$ cat src/rtl/tma_pkg.sv
// ----------------------------------------------------------------------------
// tma_pkg: shared types and constants of the trimmed moving average
// Sample and payload types, the register width and the command bundle that
// the controller hands to the datapath.
// ----------------------------------------------------------------------------
package tma_pkg;

   // fixed field widths
   localparam int SAMPLE_W     = 16;
   localparam int CFG_W        = 5;
   localparam int NUM_CH       = 3;

   // window rules
   localparam int MIN_WINDOW   = 3;
   localparam int DROP_COUNT   = 2;
   localparam int RESET_WINDOW = 8;

   typedef logic [SAMPLE_W-1:0] sample_type;

   // one sample per channel, packed in the order of the payload fields
   typedef sample_type [NUM_CH-1:0] sample_vec_type;

   typedef struct packed {
      sample_type hfov_in;
      sample_type vfov_in;
      sample_type dfov_in;
   } req_payload_type;

   typedef struct packed {
      sample_type hfov_avg;
      sample_type vfov_avg;
      sample_type dfov_avg;
   } rsp_payload_type;

   typedef logic [CFG_W-1:0] csr_payload_type;

   // controller to datapath commands
   typedef struct packed {
      logic write;      // store the accepted request in the buffer
      logic accum;      // fold the buffer read data into the running sums
      logic seed;       // first entry of the walk: restart sum and extremes
      logic load_div;   // load the divider with the (trimmed) sum
      logic full;       // window full: drop largest and smallest
      logic div_step;   // one restoring divide step
      logic publish;    // move the quotients into the result register
   } dp_cmd_type;

endpackage

$ cat src/rtl/tma_stream_if.sv
// ----------------------------------------------------------------------------
// tma_stream_if: valid/ready channel
// Carries one payload per handshake; used for requests, results and the
// window length register write.
// ----------------------------------------------------------------------------
interface tma_stream_if #(
   parameter type payload_type = logic
);

   logic        valid;
   logic        ready;
   payload_type payload;

   modport source (output valid, output payload, input ready);
   modport sink   (input valid, input payload, output ready);

endinterface

$ cat src/rtl/tma_ram.sv
// ----------------------------------------------------------------------------
// tma_ram: generic simple dual-port RAM
// One write port and one read port, read data registered.
// ----------------------------------------------------------------------------
module tma_ram #(
   parameter int WIDTH = 48,
   parameter int DEPTH = 16
) (
   input  logic                     clock,
   input  logic                     wr_en,
   input  logic [$clog2(DEPTH)-1:0] wr_addr,
   input  logic [WIDTH-1:0]         wr_data,
   input  logic [$clog2(DEPTH)-1:0] rd_addr,
   output logic [WIDTH-1:0]         rd_data
);

   logic [WIDTH-1:0] mem_ff [DEPTH];
   logic [WIDTH-1:0] rd_data_ff;

   // write port and registered read port
   always_ff @(posedge clock) begin
      if (wr_en) begin
         mem_ff[wr_addr] <= wr_data;
      end
      rd_data_ff <= mem_ff[rd_addr];
   end

   assign rd_data = rd_data_ff;

endmodule

$ cat src/rtl/tma_ctrl.sv
// ----------------------------------------------------------------------------
// tma_ctrl: sequencer of the trimmed moving average
// Holds the window length, ring write pointer and fill count, and steps the
// datapath through store, buffer walk, trim, divide and publish.
// ----------------------------------------------------------------------------
module tma_ctrl #(
   parameter int MAX_WINDOW = 16
) (
   input  logic                                 clock,
   input  logic                                 reset,
   input  logic                                 req_valid,
   output logic                                 req_ready,
   input  logic                                 csr_valid,
   input  tma_pkg::csr_payload_type             csr_data,
   output logic                                 csr_ready,
   input  logic                                 out_busy,
   output tma_pkg::dp_cmd_type                  cmd,
   output logic [$clog2(MAX_WINDOW)-1:0]        wr_addr,
   output logic [$clog2(MAX_WINDOW)-1:0]        rd_addr,
   output logic [$clog2(MAX_WINDOW+1)-1:0]      divisor
);
   import tma_pkg::*;

   localparam int IDX_W = $clog2(MAX_WINDOW);
   localparam int LEN_W = $clog2(MAX_WINDOW + 1);
   localparam int SUM_W = SAMPLE_W + IDX_W;
   localparam int BIT_W = $clog2(SUM_W + 1);

   typedef enum logic [4:0] {
      ST_IDLE   = 5'b00001,
      ST_WALK   = 5'b00010,
      ST_TRIM   = 5'b00100,
      ST_DIVIDE = 5'b01000,
      ST_DONE   = 5'b10000
   } ctrl_state_type;

   ctrl_state_type   state_ff,   state_in;
   logic [LEN_W-1:0] win_len_ff, win_len_in;
   logic [IDX_W-1:0] wr_idx_ff,  wr_idx_in;
   logic [LEN_W-1:0] fill_ff,    fill_in;
   logic             full_ff,    full_in;
   logic [LEN_W-1:0] rd_cnt_ff,  rd_cnt_in;
   logic [BIT_W-1:0] bit_cnt_ff, bit_cnt_in;
   logic [LEN_W-1:0] fill_next;

   // register writes are always taken
   assign csr_ready = 1'b1;

   assign wr_addr = wr_idx_ff;
   assign rd_addr = rd_cnt_ff[IDX_W-1:0];
   assign divisor = full_ff ? (win_len_ff - LEN_W'(DROP_COUNT)) : fill_ff;

   // fill count after storing one more entry, saturating at the window length
   assign fill_next = (fill_ff < win_len_ff) ? (fill_ff + LEN_W'(1)) : fill_ff;

   // next state and command decode
   always_comb begin
      state_in   = state_ff;
      win_len_in = win_len_ff;
      wr_idx_in  = wr_idx_ff;
      fill_in    = fill_ff;
      full_in    = full_ff;
      rd_cnt_in  = rd_cnt_ff;
      bit_cnt_in = bit_cnt_ff;
      cmd        = '0;
      req_ready  = 1'b0;

      unique case (state_ff)
         ST_IDLE: begin
            req_ready = 1'b1;
            if (req_valid) begin
               cmd.write = 1'b1;
               fill_in   = fill_next;
               full_in   = (fill_next == win_len_ff);
               if ((LEN_W'(wr_idx_ff) + LEN_W'(1)) == win_len_ff) begin
                  wr_idx_in = '0;
               end else begin
                  wr_idx_in = wr_idx_ff + IDX_W'(1);
               end
               rd_cnt_in = '0;
               state_in  = ST_WALK;
            end
         end
         ST_WALK: begin
            // read data is registered and arrives in the cycle after its address
            cmd.accum = (rd_cnt_ff != '0);
            cmd.seed  = (rd_cnt_ff == LEN_W'(1));
            rd_cnt_in = rd_cnt_ff + LEN_W'(1);
            if (rd_cnt_ff == fill_ff) begin
               state_in = ST_TRIM;
            end
         end
         ST_TRIM: begin
            cmd.load_div = 1'b1;
            cmd.full     = full_ff;
            bit_cnt_in   = '0;
            state_in     = ST_DIVIDE;
         end
         ST_DIVIDE: begin
            cmd.div_step = 1'b1;
            bit_cnt_in   = bit_cnt_ff + BIT_W'(1);
            if (bit_cnt_ff == BIT_W'(SUM_W - 1)) begin
               state_in = ST_DONE;
            end
         end
         ST_DONE: begin
            if (!out_busy) begin
               cmd.publish = 1'b1;
               state_in    = ST_IDLE;
            end
         end
         default: begin
            state_in = ST_IDLE;
         end
      endcase

      // window length write: saturate and empty the window
      if (csr_valid) begin
         if (32'(csr_data) < 32'(MIN_WINDOW)) begin
            win_len_in = LEN_W'(MIN_WINDOW);
         end else if (32'(csr_data) > 32'(MAX_WINDOW)) begin
            win_len_in = LEN_W'(MAX_WINDOW);
         end else begin
            win_len_in = LEN_W'(csr_data);
         end
         wr_idx_in = '0;
         fill_in   = '0;
      end
   end

   // control registers
   always_ff @(posedge clock) begin
      if (reset) begin
         state_ff   <= ST_IDLE;
         win_len_ff <= LEN_W'(RESET_WINDOW);
         wr_idx_ff  <= '0;
         fill_ff    <= '0;
         full_ff    <= 1'b0;
         rd_cnt_ff  <= '0;
         bit_cnt_ff <= '0;
      end else begin
         state_ff   <= state_in;
         win_len_ff <= win_len_in;
         wr_idx_ff  <= wr_idx_in;
         fill_ff    <= fill_in;
         full_ff    <= full_in;
         rd_cnt_ff  <= rd_cnt_in;
         bit_cnt_ff <= bit_cnt_in;
      end
   end

endmodule

$ cat src/rtl/tma_dpath.sv
// ----------------------------------------------------------------------------
// tma_dpath: datapath of the trimmed moving average
// Sample buffer, per-channel sum and extreme tracking, bit-serial dividers
// and the result register.
// ----------------------------------------------------------------------------
module tma_dpath #(
   parameter int MAX_WINDOW = 16
) (
   input  logic                            clock,
   input  logic                            reset,
   input  tma_pkg::dp_cmd_type             cmd,
   input  logic [$clog2(MAX_WINDOW)-1:0]   wr_addr,
   input  logic [$clog2(MAX_WINDOW)-1:0]   rd_addr,
   input  logic [$clog2(MAX_WINDOW+1)-1:0] divisor,
   input  tma_pkg::req_payload_type        req_data,
   output tma_pkg::rsp_payload_type        rsp_data,
   output logic                            rsp_valid,
   input  logic                            rsp_ready,
   output logic                            out_busy
);
   import tma_pkg::*;

   localparam int IDX_W = $clog2(MAX_WINDOW);
   localparam int LEN_W = $clog2(MAX_WINDOW + 1);
   localparam int SUM_W = SAMPLE_W + IDX_W;
   localparam int BUF_W = NUM_CH * SAMPLE_W;

   logic [BUF_W-1:0] ram_wr_data;
   logic [BUF_W-1:0] ram_rd_data;
   sample_vec_type   rd_vec;
   sample_vec_type   res_vec;

   logic [SUM_W-1:0] sum_ff [NUM_CH];
   logic [SUM_W-1:0] sum_in [NUM_CH];
   sample_type       hi_ff  [NUM_CH];
   sample_type       hi_in  [NUM_CH];
   sample_type       lo_ff  [NUM_CH];
   sample_type       lo_in  [NUM_CH];
   logic [SUM_W-1:0] dvd_ff [NUM_CH];
   logic [SUM_W-1:0] dvd_in [NUM_CH];
   logic [LEN_W-1:0] rem_ff [NUM_CH];
   logic [LEN_W-1:0] rem_in [NUM_CH];
   logic [LEN_W:0]   shifted [NUM_CH];
   logic             fits   [NUM_CH];
   logic [LEN_W-1:0] div_ff, div_in;

   rsp_payload_type  rsp_data_ff, rsp_data_in;
   logic             rsp_valid_ff, rsp_valid_in;

   // sample buffer, one row holds all three channels
   assign ram_wr_data = req_data;

   tma_ram #(
      .WIDTH (BUF_W),
      .DEPTH (MAX_WINDOW)
   ) u_buf (
      .clock   (clock),
      .wr_en   (cmd.write),
      .wr_addr (wr_addr),
      .wr_data (ram_wr_data),
      .rd_addr (rd_addr),
      .rd_data (ram_rd_data)
   );

   assign rd_vec = ram_rd_data;

   // divisor latched with the dividend
   assign div_in = cmd.load_div ? divisor : div_ff;

   // per-channel accumulate, trim and restoring divide
   always_comb begin
      for (int k = 0; k < NUM_CH; k++) begin
         sum_in[k]  = sum_ff[k];
         hi_in[k]   = hi_ff[k];
         lo_in[k]   = lo_ff[k];
         dvd_in[k]  = dvd_ff[k];
         rem_in[k]  = rem_ff[k];
         shifted[k] = {rem_ff[k], dvd_ff[k][SUM_W-1]};
         fits[k]    = (shifted[k] >= {1'b0, div_ff});

         if (cmd.accum) begin
            if (cmd.seed) begin
               sum_in[k] = SUM_W'(rd_vec[k]);
               hi_in[k]  = rd_vec[k];
               lo_in[k]  = rd_vec[k];
            end else begin
               sum_in[k] = sum_ff[k] + SUM_W'(rd_vec[k]);
               if (rd_vec[k] > hi_ff[k]) begin
                  hi_in[k] = rd_vec[k];
               end
               if (rd_vec[k] < lo_ff[k]) begin
                  lo_in[k] = rd_vec[k];
               end
            end
         end

         if (cmd.load_div) begin
            if (cmd.full) begin
               dvd_in[k] = sum_ff[k] - (SUM_W'(hi_ff[k]) + SUM_W'(lo_ff[k]));
            end else begin
               dvd_in[k] = sum_ff[k];
            end
            rem_in[k] = '0;
         end else if (cmd.div_step) begin
            dvd_in[k] = {dvd_ff[k][SUM_W-2:0], fits[k]};
            if (fits[k]) begin
               rem_in[k] = LEN_W'(shifted[k] - {1'b0, div_ff});
            end else begin
               rem_in[k] = shifted[k][LEN_W-1:0];
            end
         end

         res_vec[k] = dvd_ff[k][SAMPLE_W-1:0];
      end
   end

   // result register, free once the result is taken
   assign out_busy     = rsp_valid_ff && !rsp_ready;
   assign rsp_valid_in = cmd.publish || out_busy;
   assign rsp_data_in  = cmd.publish ? rsp_payload_type'(res_vec) : rsp_data_ff;

   always_ff @(posedge clock) begin
      for (int k = 0; k < NUM_CH; k++) begin
         sum_ff[k] <= sum_in[k];
         hi_ff[k]  <= hi_in[k];
         lo_ff[k]  <= lo_in[k];
         dvd_ff[k] <= dvd_in[k];
         rem_ff[k] <= rem_in[k];
      end
      div_ff      <= div_in;
      rsp_data_ff <= rsp_data_in;
   end

   always_ff @(posedge clock) begin
      if (reset) begin
         rsp_valid_ff <= 1'b0;
      end else begin
         rsp_valid_ff <= rsp_valid_in;
      end
   end

   assign rsp_valid = rsp_valid_ff;
   assign rsp_data  = rsp_data_ff;

endmodule

$ cat src/rtl/trimmed_moving_average_3ch_top.sv
// ----------------------------------------------------------------------------
// trimmed_moving_average_3ch_top: three-channel trimmed moving average
// Smooths horizontal, vertical and diagonal angle samples over a window.
// ----------------------------------------------------------------------------
// Each request carries three Q8.8 angle samples, which are stored in a ring
// buffer of window_len rows (3 to MAX_WINDOW, reset 8); each request gives one
// response holding the per-channel mean of the stored rows, rounded down.
// While the window fills the divisor is the number of rows stored; once full,
// one largest and one smallest value per channel are dropped and the rest is
// divided by window_len - 2. A write on the csr channel sets the window length
// (saturated to 3..MAX_WINDOW) and empties the window. After a request is
// accepted, the buffer RAM is walked one row per cycle over the rows stored
// so far, then a bit-serial divider per channel retires one quotient bit per
// cycle. A new request is taken as soon as the previous response sits in the
// output register.
// ----------------------------------------------------------------------------
module trimmed_moving_average_3ch_top #(
   parameter int MAX_WINDOW = 16
) (
   input logic          clock,
   input logic          reset,
   tma_stream_if.sink   req_if,
   tma_stream_if.source rsp_if,
   tma_stream_if.sink   csr_if
);
   import tma_pkg::*;

   localparam int IDX_W = $clog2(MAX_WINDOW);
   localparam int LEN_W = $clog2(MAX_WINDOW + 1);

   dp_cmd_type       cmd;
   logic [IDX_W-1:0] wr_addr;
   logic [IDX_W-1:0] rd_addr;
   logic [LEN_W-1:0] divisor;
   logic             out_busy;

   // sequencer
   tma_ctrl #(
      .MAX_WINDOW (MAX_WINDOW)
   ) u_ctrl (
      .clock     (clock),
      .reset     (reset),
      .req_valid (req_if.valid),
      .req_ready (req_if.ready),
      .csr_valid (csr_if.valid),
      .csr_data  (csr_if.payload),
      .csr_ready (csr_if.ready),
      .out_busy  (out_busy),
      .cmd       (cmd),
      .wr_addr   (wr_addr),
      .rd_addr   (rd_addr),
      .divisor   (divisor)
   );

   // buffer, sums and dividers
   tma_dpath #(
      .MAX_WINDOW (MAX_WINDOW)
   ) u_dpath (
      .clock     (clock),
      .reset     (reset),
      .cmd       (cmd),
      .wr_addr   (wr_addr),
      .rd_addr   (rd_addr),
      .divisor   (divisor),
      .req_data  (req_if.payload),
      .rsp_data  (rsp_if.payload),
      .rsp_valid (rsp_if.valid),
      .rsp_ready (rsp_if.ready),
      .out_busy  (out_busy)
   );

endmodule

$ cat src/flat_wrapper.sv
// flat-port wrapper written by rule: the top's interface ports become plain ports
module trimmed_moving_average_3ch_top_flat import tma_pkg::*;
#(
   parameter int MAX_WINDOW = 16
)
  (clock, reset, req_if_valid, req_if_payload, req_if_ready, rsp_if_valid, rsp_if_payload, rsp_if_ready, csr_if_valid, csr_if_payload, csr_if_ready);
  tma_stream_if #(.payload_type(req_payload_type)) req_if_i ();
  tma_stream_if #(.payload_type(rsp_payload_type)) rsp_if_i ();
  tma_stream_if #(.payload_type(csr_payload_type)) csr_if_i ();
  input logic clock;
  input logic reset;
  input wire logic [$bits(req_if_i.valid)-1:0] req_if_valid;
  input wire logic [$bits(req_if_i.payload)-1:0] req_if_payload;
  output wire logic [$bits(req_if_i.ready)-1:0] req_if_ready;
  output wire logic [$bits(rsp_if_i.valid)-1:0] rsp_if_valid;
  output wire logic [$bits(rsp_if_i.payload)-1:0] rsp_if_payload;
  input wire logic [$bits(rsp_if_i.ready)-1:0] rsp_if_ready;
  input wire logic [$bits(csr_if_i.valid)-1:0] csr_if_valid;
  input wire logic [$bits(csr_if_i.payload)-1:0] csr_if_payload;
  output wire logic [$bits(csr_if_i.ready)-1:0] csr_if_ready;
  assign req_if_i.valid = req_if_valid;
  assign req_if_i.payload = req_if_payload;
  assign req_if_ready = req_if_i.ready;
  assign rsp_if_valid = rsp_if_i.valid;
  assign rsp_if_payload = rsp_if_i.payload;
  assign rsp_if_i.ready = rsp_if_ready;
  assign csr_if_i.valid = csr_if_valid;
  assign csr_if_i.payload = csr_if_payload;
  assign csr_if_ready = csr_if_i.ready;
  trimmed_moving_average_3ch_top #(.MAX_WINDOW(MAX_WINDOW)) u_core (.clock(clock), .reset(reset), .req_if(req_if_i), .rsp_if(rsp_if_i), .csr_if(csr_if_i));
endmodule
$ cat config.mk
export PLATFORM = sky130hd
export DESIGN_NAME = trimmed_moving_average_3ch_top_flat
export DESIGN_NICKNAME = d
export VERILOG_FILES = /design/src/rtl/tma_pkg.sv /design/src/rtl/tma_stream_if.sv /design/src/rtl/tma_ram.sv /design/src/rtl/tma_ctrl.sv /design/src/rtl/tma_dpath.sv /design/src/rtl/trimmed_moving_average_3ch_top.sv /design/src/flat_wrapper.sv
export SDC_FILE = /design/constraint.sdc
export NUM_CORES = 2
export LEC_CHECK = 0
export BUFFER_PORTS_ARGS = -buffer_cell sky130_fd_sc_hd__buf_2
export CAP_MARGIN = 15
export CORE_ASPECT_RATIO = 1.2
export CORE_MARGIN = 2
export CORE_UTILIZATION = 55
export DETAILED_ROUTE_END_ITERATION = 16
export PLACE_DENSITY_LB_ADDON = 0.05
export SKIP_LAST_GASP = 1
export SYNTH_ARGS = -nofsm -noshare
export SYNTH_HDL_FRONTEND = slang
export SYNTH_HIERARCHICAL = 1
export SYNTH_SLANG_ARGS = --single-unit
export TNS_END_PERCENT = 5
$ cat constraint.sdc
create_clock -name clock -period 9.35 [get_ports clock]
set_clock_uncertainty 0.2 [all_clocks]
set_input_delay 1.87 -clock clock [delete_from_list [all_inputs] [get_ports clock]]
set_output_delay 1.87 -clock clock [all_outputs]
set_load 0.005 [all_outputs]
==> run metrics <==
status finished clean; Final #Nets 3773; sequential-to-total area share from yosys stat 64.61%; CTS tree built; Slew Limit Fails 0; Final min period between 4 and 5 ns; CP endpoint kind register; Yosys cell types 81; Num CTS Buffers between 100 and 150; VDD IR max approximately 200 uV; Crit Path Category input port to register; Register Area 0.03303 mm2; Initial DRT Pass Iterations 7; Num Clock Sinks 1131; num rows 122; nature of the critical path startpoint input port; Cells on Worst Hold Path 0; DRT iter0 DRCs 2178; maxcap violations 0; asr flop ratio synth 0%; CTS hold repair buffers 0; IO Pins 109; Most used DFF post-synth edfxtp_1; critical path, cell by cell buf_2, nand3_2, inv_1, nand3b_1, nor2_4, buf_4; end of the worst register-to-register path u_core/u_dpath/lo_ff[0][32]$_DFFE_PP_; total power 10.58 mW; Die Y 337.9 um; Yosys reg bits 1131; Largest stage delay, worst path 0.62 ns; CP required ~9.5 ns; RSZ-0062 raised after global routing no; vias in the first global route 29284; Core Region 0.09220 mm2; worst hold start u_core/u_dpath/dvd_ff[0][28]$_DFFE_PP_; largest net degree at the start of global routing 99; Pint 8.321 mW; share of post-route cells with drive strength above 1 between 10% and 20%; setup ws final 5.184 ns; WL per Instance 23.15 um; post-layout util about three fifths; initial core utilization 55.44%; number of instances in the placed design 4566; Combinational Power Share under 10%; initial antenna violation count 15; Post-synth EDFFs 1037; Leak 19.65 nW; DP Worst Slack between 4 and 5 ns; Post-Route WL between 100 and 150 mm; Hold Crit Class register to register; total grt overflow 0; first-pass GRT wire length 169.9 mm; highest routed layer met5; clk buf depth 3; IO Port Bufs 107; Multi-input gate area 0.01701 mm2; via count approximately 29000; R2R depth 7; RePlAce Congestion roughly 0.9; Syn Nets between 3000 and 4000; relative slew slack 30.12%; Pwr per Cell Area 186.3 mW/mm2; fill count 6807; Setup violations, final 0; fmax about 240 MHz; DP HPWL around 69 mm; Die Width 282.3 um; clk_lat worst skew between 0.6 and 0.7 ns; met3 routed WL 5.970 mm; Post-Syn Instances approximately 3300; CP Max Fanout 31; Reg2Reg Setup Slack 5.20 ns; Post-Syn Area 0.05111 mm2; met1 wire length 48.04 mm; clock network fraction of total power 41.6%; Post-CTS Setup Repair Bufs 0; Total GRT Usage 23.53%; CTS Root Buffer Type clkbuf_16; CTS HTree Levels 3; Critical Path AT 4.27 ns; Finished Layout Cells 4776; synthesis-to-layout area growth 11.09%; DRC 0; synthesized area per cell roughly 15 um2; aggregate negative setup slack 0 ns; Die ar. ~0.095 mm2; worst hold path endpoint u_core/u_dpath/rsp_data[24]$_DFFE_PP_; clock transition at the registers of the reported paths around 0.06 ns; Worst R2R Start u_core/u_ctrl/rd_cnt_ff[1]$_SDFFE_PP0P_; final hold vios 0; vias per cell 6.003; # resized after CTS 0; worst slew pin tran 1.048 ns; slowest CP cell nor2_4; synth warn 6; Routed Antenna Nets 0; share of the clock period used by the worst path 44.56%; sequential share of power 53.4%; met2 routed WL 53.40 mm; switching power 2.256 mW; Sw Share 21.33%
worst max-delay path by stage:
stage | start | end | slack [ns] | cells past startpoint
3_5_place_dp | req_if_valid | u_core/u_dpath/u_buf/mem_ff[11][29]$_DFFE_PP_ | 4.51 | 6
3_3_place_gp | req_if_valid | u_core/u_dpath/u_buf/mem_ff[9][32]$_DFFE_PP_ | 4.61 | 6
5_1_grt | u_core/u_ctrl/rd_cnt_ff[1]$_SDFFE_PP0P_ | u_core/u_dpath/lo_ff[0][32]$_DFFE_PP_ | 4.90 | 7
2_1_floorplan | req_if_valid | u_core/u_dpath/u_buf/mem_ff[0][0]$_DFFE_PP_ | 2.68 | 4
4_1_cts | u_core/u_ctrl/rd_cnt_ff[1]$_SDFFE_PP0P_ | u_core/u_dpath/lo_ff[0][35]$_DFFE_PP_ | 5.07 | 7
6_report | req_if_valid | u_core/u_dpath/u_buf/mem_ff[11][43]$_DFFE_PP_ | 5.18 | 6
routing by layer:
metal / global-route usage, % / vias up
li1: - / 13163
met2: 38.76 / 766
met1: 32.64 / 14557
met4: 7.509 / 14
met3: 3.329 / 170
met5: 0 / -
power by group through the flow:
stage / clock network [mW] / registers [mW] / logic, mW
final: 4.39 / 5.65 / 0.531
after global routing: 4.68 / 5.65 / 0.595
after CTS: 4.49 / 5.65 / 0.533
after detailed placement: 0 / 5.76 / 0.530
after global placement: 0 / 5.75 / 0.505
after floorplan: 0 / 5.72 / 0.371
registers in the layout, summed over array words and instances (netlist names):
| name | count |
|---|---|
| u_core/u_ctrl/rd_cnt_ff | 5 |
| u_core/u_ctrl/state_ff | 5 |
| u_core/u_ctrl/win_len_ff | 5 |
| u_core/u_ctrl/bit_cnt_ff | 5 |
| u_core/u_dpath/u_buf/rd_data | 48 |
| u_core/u_dpath/dvd_ff | 60 |
| u_core/u_dpath/lo_ff | 48 |
| u_core/u_dpath/u_buf/mem_ff | 768 |
| u_core/u_dpath/sum_ff | 60 |
| u_core/u_dpath/rsp_data | 48 |
| u_core/u_dpath/rsp_valid | 1 |
| u_core/u_ctrl/full_ff | 1 |
| u_core/u_dpath/div_ff | 5 |
| u_core/u_ctrl/fill_ff | 5 |
| u_core/u_dpath/hi_ff | 48 |
| u_core/u_dpath/rem_ff | 15 |
| u_core/u_ctrl/wr_addr | 4 |
through the flow:
step / hold WS [ns] / instance area (um2)
after floorplan: 0.2207 / 51110
after global placement: 0.2335 / 53130
after detailed placement: 0.2325 / 53130
after CTS: 0.2451 / 56770
after global routing: 0.2596 / 56780
final: 0.2444 / 56780
cell type report:
class / count / share of cell area, %
Multi-Input combinational cell: 1868 / 29.95
Timing Repair Buffer: 153 / 1.573
Tap cell: 1240 / 2.732
Sequential cell: 1131 / 58.17
Antenna cell: 3 / 0.01322
Clock buffer: 143 / 5.333
Inverter: 174 / 1.150
Clock inverter: 64 / 1.078
worst max-delay path, delay by kind of cell:
kind	cells	cell delay, ns
buf+inv	3	1.06
simple gates	3	1.26
logic make-up after synthesis:
logic type                 synth area share [%]
xor gates and xnor gates                  1.748
muxes                                     9.824
and+or+nand+nor                           5.557
adders and majority gates                 7.599
buffers and inverters                     2.438
DFF                                       64.61
other                                  0.007337
AOI/OAI and AO/OA                         8.218
cells in the mapped netlist (6+ instances only):
cell	n	area share, %
a211oi_1	32	0.47
a21o_1	68	1.0
a21oi_1	175	1.7
a22oi_1	102	1.5
a31oi_1	17	0.21
and2_1	15	0.18
and3_1	12	0.15
and4_1	6	0.10
buf_1	30	0.22
buf_2	11	0.11
buf_4	25	0.37
clkbuf_1	62	0.46
dfxtp_1	94	3.7
edfxtp_1	1037	61
fa_1	54	2.1
ha_1	224	5.5
inv_1	173	1.3
mux2_2	17	0.37
mux2i_1	49	0.96
mux4_2	192	8.5
nand2_1	150	1.1
nand2b_1	19	0.23
nand3_1	49	0.48
nand3b_1	7	0.10
nand4_1	25	0.31
nor2_1	170	1.2
nor2b_1	38	0.47
nor3_1	41	0.40
nor4_1	9	0.11
o211ai_1	22	0.32
o21a_1	28	0.41
o21ai_0	107	1.0
o21bai_1	12	0.18
o22ai_1	6	0.073
o31ai_1	12	0.18
or2_2	14	0.17
or3_1	9	0.11
xnor2_1	57	0.98
xor2_1	45	0.77
placed cells by master (no fill, tap or decap), types with 49 or more instances in the layout:
cell type / instances
inv_1: 173
xnor2_1: 57
buf_2: 107
edfxtp_1: 1037
ha_1: 224
o21ai_0: 107
fa_1: 54
a22oi_1: 102
mux2i_1: 49
dfxtp_1: 92
nor2_1: 157
a21o_1: 68
nand2_1: 150
clkbuf_16: 111
a21oi_1: 174
mux4_2: 192
nand3_1: 49
(Power assumes the default switching activity.)
